## config.mk

```make
export PLATFORM = sky130hd
export DESIGN_NAME = temperature_safety_qualifier
export DESIGN_NICKNAME = d
export VERILOG_FILES = /design/src/rtl/core/tsq_pkg.sv /design/src/rtl/core/tsq_classifier.sv /design/src/rtl/core/tsq_sensor_bank.sv /design/src/rtl/core/temperature_safety_qualifier.sv
export SDC_FILE = /design/constraint.sdc
export NUM_CORES = 1
export LEC_CHECK = 0
export BUFFER_PORTS_ARGS = -buffer_cell sky130_fd_sc_hd__clkbuf_2
export CAP_MARGIN = 20
export CORE_ASPECT_RATIO = 0.9
export CORE_MARGIN = 1
export CORE_UTILIZATION = 55
export DETAILED_ROUTE_END_ITERATION = 7
export GPL_ROUTABILITY_DRIVEN = 0
export PLACE_DENSITY_LB_ADDON = 0.25
export SLEW_MARGIN = 0
export SYNTH_ARGS = -nofsm -noshare
export SYNTH_HDL_FRONTEND = slang
export SYNTH_SLANG_ARGS = --single-unit
```

## constraint.sdc

```tcl
create_clock -name clk -period 7.2 [get_ports clk]
set_input_delay 1.44 -clock clk [delete_from_list [all_inputs] [get_ports clk]]
set_output_delay 1.44 -clock clk [all_outputs]
set_load 0.1 [all_outputs]
```

## src/rtl/core/tsq_pkg.sv

```systemverilog
// ----------------------------------------------------------------------------
// tsq_pkg
// Shared constants and types of the temperature safety qualifier: sensor
// count, qualification window, class codes, register indexes and the
// update/result bundles passed between the datapath and the sensor bank.
// ----------------------------------------------------------------------------
package tsq_pkg;

    // Sizing
    localparam int WINDOW    = 4;
    localparam int SENSORS   = 6;
    localparam int LIMITS    = 6;
    localparam int SENSOR_W  = 3;
    localparam int TEMP_W    = 16;
    localparam int CLASS_W   = 2;
    localparam int RUN_W     = $clog2(WINDOW + 1);
    localparam int CFG_IDX_W = 3;
    localparam int CFG_W     = 16;
    localparam int TDATA_IN_W  = 24;
    localparam int TDATA_OUT_W = 24;

    // Sample classes / qualified states
    localparam logic [CLASS_W-1:0] CLASS_INVALID = 2'd0;
    localparam logic [CLASS_W-1:0] CLASS_SAFE    = 2'd1;
    localparam logic [CLASS_W-1:0] CLASS_UNSAFE  = 2'd2;

    // Register indexes
    localparam logic [CFG_IDX_W-1:0] REG_VALID_MIN     = 3'd0;
    localparam logic [CFG_IDX_W-1:0] REG_VALID_MAX     = 3'd1;
    localparam logic [CFG_IDX_W-1:0] REG_LIMIT_X       = 3'd2;
    localparam logic [CFG_IDX_W-1:0] REG_LIMIT_Y       = 3'd3;
    localparam logic [CFG_IDX_W-1:0] REG_LIMIT_Z       = 3'd4;
    localparam logic [CFG_IDX_W-1:0] REG_LIMIT_E       = 3'd5;
    localparam logic [CFG_IDX_W-1:0] REG_LIMIT_CHAMB_A = 3'd6;
    localparam logic [CFG_IDX_W-1:0] REG_LIMIT_CHAMB_B = 3'd7;

    // Update request into the sensor bank
    typedef struct packed {
        logic                valid;
        logic [SENSOR_W-1:0] sensor;
        logic [CLASS_W-1:0]  cls;
        logic [TEMP_W-1:0]   temperature;
    } upd_t;

    // Per-request answer of the sensor bank
    typedef struct packed {
        logic [CLASS_W-1:0] state;
        logic               trip;
        logic [TEMP_W-1:0]  kept;
    } res_t;

endpackage

```

## src/rtl/core/tsq_classifier.sv

```systemverilog
// ----------------------------------------------------------------------------
// tsq_classifier
// Classes one reading as invalid (outside the valid window), unsafe (above
// the sensor limit) or safe.
// ----------------------------------------------------------------------------
module tsq_classifier
(
    input  logic [tsq_pkg::TEMP_W-1:0]  temperature,
    input  logic [tsq_pkg::TEMP_W-1:0]  valid_min,
    input  logic [tsq_pkg::TEMP_W-1:0]  valid_max,
    input  logic [tsq_pkg::TEMP_W-1:0]  limit,
    output logic [tsq_pkg::CLASS_W-1:0] cls
);

    // Empty window (min > max) falls out as invalid for every reading
    always_comb
    begin
        if ((temperature < valid_min) || (temperature > valid_max))
        begin
            cls = tsq_pkg::CLASS_INVALID;
        end
        else if (temperature > limit)
        begin
            cls = tsq_pkg::CLASS_UNSAFE;
        end
        else
        begin
            cls = tsq_pkg::CLASS_SAFE;
        end
    end

endmodule

```

## src/rtl/core/tsq_sensor_bank.sv

```systemverilog
// ----------------------------------------------------------------------------
// tsq_sensor_bank
// Per-sensor run tracking and qualification. Holds run class, run length,
// qualified state and kept temperature for every sensor, applies one update
// per cycle and answers with the updated state, kept value and trip flag.
// ----------------------------------------------------------------------------
module tsq_sensor_bank
(
    input  logic          clk,
    input  logic          rst_n,
    input  tsq_pkg::upd_t upd,
    output tsq_pkg::res_t res
);

    logic [tsq_pkg::CLASS_W-1:0] run_class_reg  [tsq_pkg::SENSORS];
    logic [tsq_pkg::CLASS_W-1:0] run_class_next [tsq_pkg::SENSORS];
    logic [tsq_pkg::RUN_W-1:0]   run_len_reg    [tsq_pkg::SENSORS];
    logic [tsq_pkg::RUN_W-1:0]   run_len_next   [tsq_pkg::SENSORS];
    logic [tsq_pkg::CLASS_W-1:0] qual_reg       [tsq_pkg::SENSORS];
    logic [tsq_pkg::CLASS_W-1:0] qual_next      [tsq_pkg::SENSORS];
    logic [tsq_pkg::TEMP_W-1:0]  kept_reg       [tsq_pkg::SENSORS];
    logic [tsq_pkg::TEMP_W-1:0]  kept_next      [tsq_pkg::SENSORS];

    // Next state per sensor; only the addressed sensor moves
    always_comb
    begin
        for (int i = 0; i < tsq_pkg::SENSORS; i++)
        begin
            run_class_next[i] = run_class_reg[i];
            run_len_next[i]   = run_len_reg[i];
            qual_next[i]      = qual_reg[i];
            kept_next[i]      = kept_reg[i];
            if (upd.valid && (upd.sensor == tsq_pkg::SENSOR_W'(i)))
            begin
                // extend the run (saturating) or start a new one
                if (upd.cls == run_class_reg[i])
                begin
                    if (run_len_reg[i] < tsq_pkg::RUN_W'(tsq_pkg::WINDOW))
                    begin
                        run_len_next[i] = tsq_pkg::RUN_W'(run_len_reg[i] + 1'b1);
                    end
                end
                else
                begin
                    run_class_next[i] = upd.cls;
                    run_len_next[i]   = tsq_pkg::RUN_W'(1);
                end
                // qualify only on a full window, safe otherwise
                if (run_len_next[i] >= tsq_pkg::RUN_W'(tsq_pkg::WINDOW))
                begin
                    qual_next[i] = run_class_next[i];
                end
                else
                begin
                    qual_next[i] = tsq_pkg::CLASS_SAFE;
                end
                if (qual_next[i] == tsq_pkg::CLASS_SAFE)
                begin
                    kept_next[i] = upd.temperature;
                end
            end
        end
    end

    // Answer: addressed sensor's new state, trip over all sensors.
    // An unknown sensor matches nothing and reads as invalid with zero.
    always_comb
    begin
        res.state = tsq_pkg::CLASS_INVALID;
        res.kept  = '0;
        res.trip  = 1'b0;
        for (int i = 0; i < tsq_pkg::SENSORS; i++)
        begin
            if (upd.sensor == tsq_pkg::SENSOR_W'(i))
            begin
                res.state = qual_next[i];
                res.kept  = kept_next[i];
            end
            if (qual_next[i] != tsq_pkg::CLASS_SAFE)
            begin
                res.trip = 1'b1;
            end
        end
    end

    // State registers
    always_ff @(posedge clk or negedge rst_n)
    begin
        if (!rst_n)
        begin
            for (int i = 0; i < tsq_pkg::SENSORS; i++)
            begin
                run_class_reg[i] <= tsq_pkg::CLASS_INVALID;
                run_len_reg[i]   <= tsq_pkg::RUN_W'(tsq_pkg::WINDOW);
                qual_reg[i]      <= tsq_pkg::CLASS_INVALID;
                kept_reg[i]      <= '0;
            end
        end
        else
        begin
            for (int i = 0; i < tsq_pkg::SENSORS; i++)
            begin
                run_class_reg[i] <= run_class_next[i];
                run_len_reg[i]   <= run_len_next[i];
                qual_reg[i]      <= qual_next[i];
                kept_reg[i]      <= kept_next[i];
            end
        end
    end

endmodule

```

## src/rtl/core/temperature_safety_qualifier.sv

```systemverilog
// ----------------------------------------------------------------------------
// temperature_safety_qualifier
// Per-sensor temperature qualification with consecutive-sample filtering
// and a global trip flag.
// ----------------------------------------------------------------------------
// Accepts one sample request per clock and returns one result per request
// in order. The sample is captured in an input register, then classed
// and applied combinationally to the sensor state on its way into the
// output register. Throughput is one request per cycle, limited only by
// downstream backpressure; the output register lets a new request enter
// while a finished result waits. A sensor reports its reading's class only
// after WINDOW matching samples in a row and safe before that; trip is high
// while any sensor is not qualified safe. After reset all sensors start
// invalid with a full invalid run, so trip reads high until every sensor
// has taken a valid reading; the first valid reading breaks the invalid run
// and the sensor reads safe from then on until a new run fills a window.
// Sensor ids beyond the last sensor change nothing and return invalid with
// a zero temperature. Write configuration only while idle.
// ----------------------------------------------------------------------------
module temperature_safety_qualifier
(
    input  logic                               clk,
    input  logic                               rst_n,
    // configuration
    input  logic                               cfg_we,
    input  logic [tsq_pkg::CFG_IDX_W-1:0]      cfg_index,
    input  logic [tsq_pkg::CFG_W-1:0]          cfg_data,
    // sample stream
    input  logic                               s_tvalid,
    output logic                               s_tready,
    input  logic [tsq_pkg::TDATA_IN_W-1:0]     s_tdata,   // sensor_id[2:0], temperature[18:3]
    // result stream
    output logic                               m_tvalid,
    input  logic                               m_tready,
    output logic [tsq_pkg::TDATA_OUT_W-1:0]    m_tdata    // sensor_echo[2:0], sensor_state[4:3],
                                                          // trip[5], last_valid_temperature[21:6]
);

    logic [tsq_pkg::TEMP_W-1:0]   valid_min_reg;
    logic [tsq_pkg::TEMP_W-1:0]   valid_max_reg;
    logic [tsq_pkg::TEMP_W-1:0]   limit_reg [tsq_pkg::LIMITS];

    logic                         in_valid_reg;
    logic [tsq_pkg::SENSOR_W-1:0] in_sensor_reg;
    logic [tsq_pkg::TEMP_W-1:0]   in_temp_reg;

    logic                         out_valid_reg;
    logic [tsq_pkg::SENSOR_W-1:0] out_sensor_reg;
    tsq_pkg::res_t                out_res_reg;

    logic                         advance;
    logic [tsq_pkg::TEMP_W-1:0]   limit_sel;
    logic [tsq_pkg::CLASS_W-1:0]  sample_cls;
    tsq_pkg::upd_t                upd;
    tsq_pkg::res_t                bank_res;

    // Handshake: stage moves when the output register is free or draining
    assign advance  = in_valid_reg && (!out_valid_reg || m_tready);
    assign s_tready = !in_valid_reg || advance;

    // Configuration registers
    always_ff @(posedge clk or negedge rst_n)
    begin
        if (!rst_n)
        begin
            valid_min_reg <= '0;
            valid_max_reg <= '1;
            for (int i = 0; i < tsq_pkg::LIMITS; i++)
            begin
                limit_reg[i] <= '1;
            end
        end
        else if (cfg_we)
        begin
            unique case (cfg_index)
                tsq_pkg::REG_VALID_MIN:     valid_min_reg <= cfg_data;
                tsq_pkg::REG_VALID_MAX:     valid_max_reg <= cfg_data;
                tsq_pkg::REG_LIMIT_X:       limit_reg[0]  <= cfg_data;
                tsq_pkg::REG_LIMIT_Y:       limit_reg[1]  <= cfg_data;
                tsq_pkg::REG_LIMIT_Z:       limit_reg[2]  <= cfg_data;
                tsq_pkg::REG_LIMIT_E:       limit_reg[3]  <= cfg_data;
                tsq_pkg::REG_LIMIT_CHAMB_A: limit_reg[4]  <= cfg_data;
                tsq_pkg::REG_LIMIT_CHAMB_B: limit_reg[5]  <= cfg_data;
                default:                    valid_min_reg <= valid_min_reg;
            endcase
        end
    end

    // Input register
    always_ff @(posedge clk or negedge rst_n)
    begin
        if (!rst_n)
        begin
            in_valid_reg <= 1'b0;
        end
        else if (s_tready)
        begin
            in_valid_reg <= s_tvalid;
        end
    end

    always_ff @(posedge clk)
    begin
        if (s_tready && s_tvalid)
        begin
            in_sensor_reg <= s_tdata[tsq_pkg::SENSOR_W-1:0];
            in_temp_reg   <= s_tdata[tsq_pkg::SENSOR_W +: tsq_pkg::TEMP_W];
        end
    end

    // Limit of the addressed sensor
    always_comb
    begin
        limit_sel = '1;
        for (int i = 0; i < tsq_pkg::SENSORS; i++)
        begin
            if (in_sensor_reg == tsq_pkg::SENSOR_W'(i))
            begin
                limit_sel = limit_reg[i];
            end
        end
    end

    tsq_classifier u_classifier
    (
        .temperature (in_temp_reg),
        .valid_min   (valid_min_reg),
        .valid_max   (valid_max_reg),
        .limit       (limit_sel),
        .cls         (sample_cls)
    );

    always_comb
    begin
        upd.valid       = advance;
        upd.sensor      = in_sensor_reg;
        upd.cls         = sample_cls;
        upd.temperature = in_temp_reg;
    end

    tsq_sensor_bank u_sensor_bank
    (
        .clk   (clk),
        .rst_n (rst_n),
        .upd   (upd),
        .res   (bank_res)
    );

    // Output register
    always_ff @(posedge clk or negedge rst_n)
    begin
        if (!rst_n)
        begin
            out_valid_reg <= 1'b0;
        end
        else if (advance)
        begin
            out_valid_reg <= 1'b1;
        end
        else if (m_tready)
        begin
            out_valid_reg <= 1'b0;
        end
    end

    always_ff @(posedge clk)
    begin
        if (advance)
        begin
            out_sensor_reg <= in_sensor_reg;
            out_res_reg    <= bank_res;
        end
    end

    assign m_tvalid = out_valid_reg;
    assign m_tdata  = {2'b00, out_res_reg.kept, out_res_reg.trip,
                       out_res_reg.state, out_sensor_reg};

endmodule
```

==> flow_metrics.py <==
metrics = {
    "outcome": {
        "status": "finished clean",
    },
    "die": {
        "num_rows": 57,
        "coreArea_sq_mm": 0.02703,
        "die-area_sq_mm": 0.02818,
        "initial_utilization_pct": 55.97,
        "fp.dieH_um": 159.3,
        "die_w_um": 176.8,
        "ios": 74,
    },
    "sta": {
        "hold_viol": 0,
        "fmax_mhz": 167.4,
        "fin_crit_ns": 5.972,
        "fin_ws_ns": 1.228,
        "skew_ns": 0.01448,
        "maxSlewViolCount": 0,
        "min_period_over_period_pct": 82.94,
        "rsz0062_at_grt": "false",
        "setup_viol": 0,
        "fin_tns_setup_ns": 0,
        "tightest_slew_ns": 1.040,
        "whs_ns": 0.4704,
        "slew_headroom_pct": 30.67,
    },
    "hold_path": {
        "worstHoldPathType": "reg2reg",
        "holdPathStages": 2,
        "hp-start": "u_sensor_bank.kept_reg[58]$_DFF_PN0_",
        "worstHoldEndpoint": "u_sensor_bank.kept_reg[58]$_DFF_PN0_",
    },
    "flow_run": {
        "drv_cap": 0,
    },
    "critical_path": {
        "worst_r2r_endpoint": "m_tdata[5]$_SDFFCE_PP1P_",
        "crit_slowest_cell": "edfxtp_1",
        "crit_chain": "nand2_1 > nor2_1 > a21oi_1 > o22ai_1 > nor2_1 > a21oi_1 > ha_1 > a21oi_1 > o21ai_0 > a221oi_1 > o221a_1 > o41ai_2 > a31oi_4 > a21oi_1 > or3_1 > or4_1",
        "worstPathRequired_ns": 7.42,
        "critPathMaxFanout": 19,
        "critPathCaptureType": "register",
        "ff2ff_setup_slack_ns": 1.23,
        "worst-setup-path-type": "reg2reg",
        "cp.arrival_ns": 6.19,
        "start_kind": "register",
        "critPathMostFrequentCell": "a21oi_1",
        "slowest_delay_ns": 0.79,
        "reg2reg_from": "in_sensor_reg[0]$_DFFE_PP_",
        "worst-r2r-cell-count": 16,
    },
    "drt": {
        "drc": 0,
        "first_iter_violations": 809,
        "routed_via_density": 6.008,
        "wl_met2_mm": 16.46,
        "routed_wl_mm": 37.08,
        "vias": 10303,
        "wl_met3_mm": 2.374,
        "wl_met1_mm": 17.09,
        "highest_layer": "met4",
        "wire_per_inst_um": 21.62,
        "ant_nets": 0,
        "dr.pass1.iters": 8,
    },
    "placement": {
        "hpwl_mm": 23.72,
        "dpl_worst_slack_ns": 1.135,
        "portBuffers": 66,
    },
    "cts": {
        "cts_inserted_buffers": 34,
        "post_cts_buffers": 0,
        "clockBufferDepth": 3,
        "clk_latency_ns": 0.51,
        "h-tree-depth": 2,
        "clk_pin_slew_ns": 0.06,
        "cts_root_buf": "clkbuf_16",
        "cts_resized": 0,
        "cts.sinks": 309,
        "cts_tree": "yes",
        "postCtsHoldBufs": 0,
    },
    "finish": {
        "fin_util_pct": 62.75,
        "area.growth.synth_to_final_pct": 12.11,
        "diodes": 0,
        "final_cell_mix": "mux2_2 (151), dfrtp_1 (150), dfstp_2 (118)",
        "nNetsFinal": 1437,
        "final_common_cell": "mux2_2",
        "drive_gt1_share_pct": 32.92,
    },
    "synth": {
        "synth.avg_cell_area_sq_um": 11.91,
        "synth-seq-cells": 309,
        "synth_top_area_share_pct": 24.81,
        "yosys-top-cells-area": "dfrtp_1 (25%), dfstp_2 (20%), mux2_2 (11%)",
        "synthArstFlopShare_pct": 86.73,
        "syn_inst": 1270,
        "synth_edf_count": 41,
        "ys_types": 72,
        "yosysWarningCount": 0,
        "synth_area_sq_mm": 0.01513,
        "ys.flop_type": "dfrtp_1",
        "synth_top_area_cell": "dfrtp_1",
        "ys_seq_area_share_pct": 53.44,
    },
    "global_routing": {
        "grt_pass1_wl_mm": 59.20,
        "grt_max_degree": 162,
        "antenna_found_initial": 0,
        "grt.overflow.total": 0,
        "grtUsageTotal_pct": 27.28,
        "grt_pass1_vias": 10531,
    },
    "pwr": {
        "power.density_mw_per_mm2": 337.4,
        "p_leak_nw": 7.555,
        "ir_worst_vdd_mv": 0.2246,
    },
}
==> worst max path at each step <==
stage                                from                  endpoint  cells past startpoint
4_1_cts        in_sensor_reg[0]$_DFFE_PP_  m_tdata[5]$_SDFFCE_PP1P_                     16
3_5_place_dp   in_sensor_reg[0]$_DFFE_PP_  m_tdata[5]$_SDFFCE_PP1P_                     16
3_3_place_gp   in_sensor_reg[0]$_DFFE_PP_  m_tdata[5]$_SDFFCE_PP1P_                     15
5_1_grt        in_sensor_reg[0]$_DFFE_PP_  m_tdata[5]$_SDFFCE_PP1P_                     16
6_report       in_sensor_reg[0]$_DFFE_PP_  m_tdata[5]$_SDFFCE_PP1P_                     16
2_1_floorplan  in_sensor_reg[1]$_DFFE_PP_     m_tdata[13]$_DFFE_PP_                     19
==> cells by family after synthesis <==
group | synth area share, %
buffers and inverters | 3.730
AND/OR/NAND/NOR | 8.295
AO/OA/AOI/OAI | 13.53
other | 0.02479
flip-flops | 53.44
adder cells (fa/ha/maj) | 4.383
multiplexers | 16.60
==> cells in the mapped netlist, types with 3 or more instances <==
library cell  instances
a211o_1              15
a211oi_1              4
a21o_1                5
a21oi_1              66
a22o_1                9
a31oi_2               3
and2_1                6
and3_1                3
buf_1                 4
buf_2                 6
buf_4                 6
buf_6                 3
clkbuf_1             46
dfrtp_1             150
dfstp_2             118
edfxtp_1             41
ha_1                 53
inv_1                64
mux2_2              151
mux2_4               15
mux2i_1              54
nand2_1             113
nand2b_1             11
nand3_1               5
nand3b_1              4
nand4_1              11
nand4b_1              3
nor2_1               54
nor2b_1              20
nor3_1               14
nor3b_1               3
o211a_1              16
o211ai_1             16
o21a_1                3
o21ai_0              60
o221ai_1              4
o22a_1               27
o22ai_1              17
o2bb2ai_1            15
o41ai_2               3
or3_1                 8
==> layout make-up <==
class                   count  area (sq um)
clock inverters            10         73.82
multi-input cells         830          6518
flip-flops and latches    309          8085
inverters                  66         247.7
well taps                 354         442.9
clock buffers              51         996.0
fillers                  2087         10070
repair buffers             95         598.1
==> power breakdown <==
part           leakage, nW  internal [mW]  switching [mW]
clock network        0.527          0.991           0.678
registers             3.52           2.40           0.239
logic                 3.51          0.621           0.796
total                 7.55           4.01            1.71
==> critical path: cells and delay by family (launching register included) <==
family | cells | cell delay (ns)
AOI/OAI and AO/OA | 10 | 2.73
and+or+nand+nor | 5 | 1.83
adders and majority gates | 1 | 0.32
DFF | 1 | 0.79
==> routing by layer <==
layer,vias up,global-route usage [%]
li1,4738,-
met1,5176,39.95
met2,312,40.52
met3,77,5.253
met4,0,9.561
met5,-,0
==> metrics by stage <==
step / area, sq um / std cells / total power [mW]
floorplan: 15130 / 1271 / 3.684
global placement: 15830 / 1649 / 3.963
detailed placement: 15860 / 1651 / 4.048
CTS: 16930 / 1712 / 5.746
global route: 16960 / 1715 / 6.022
finish: 16960 / 1715 / 5.724
(Power assumes the default switching activity.)
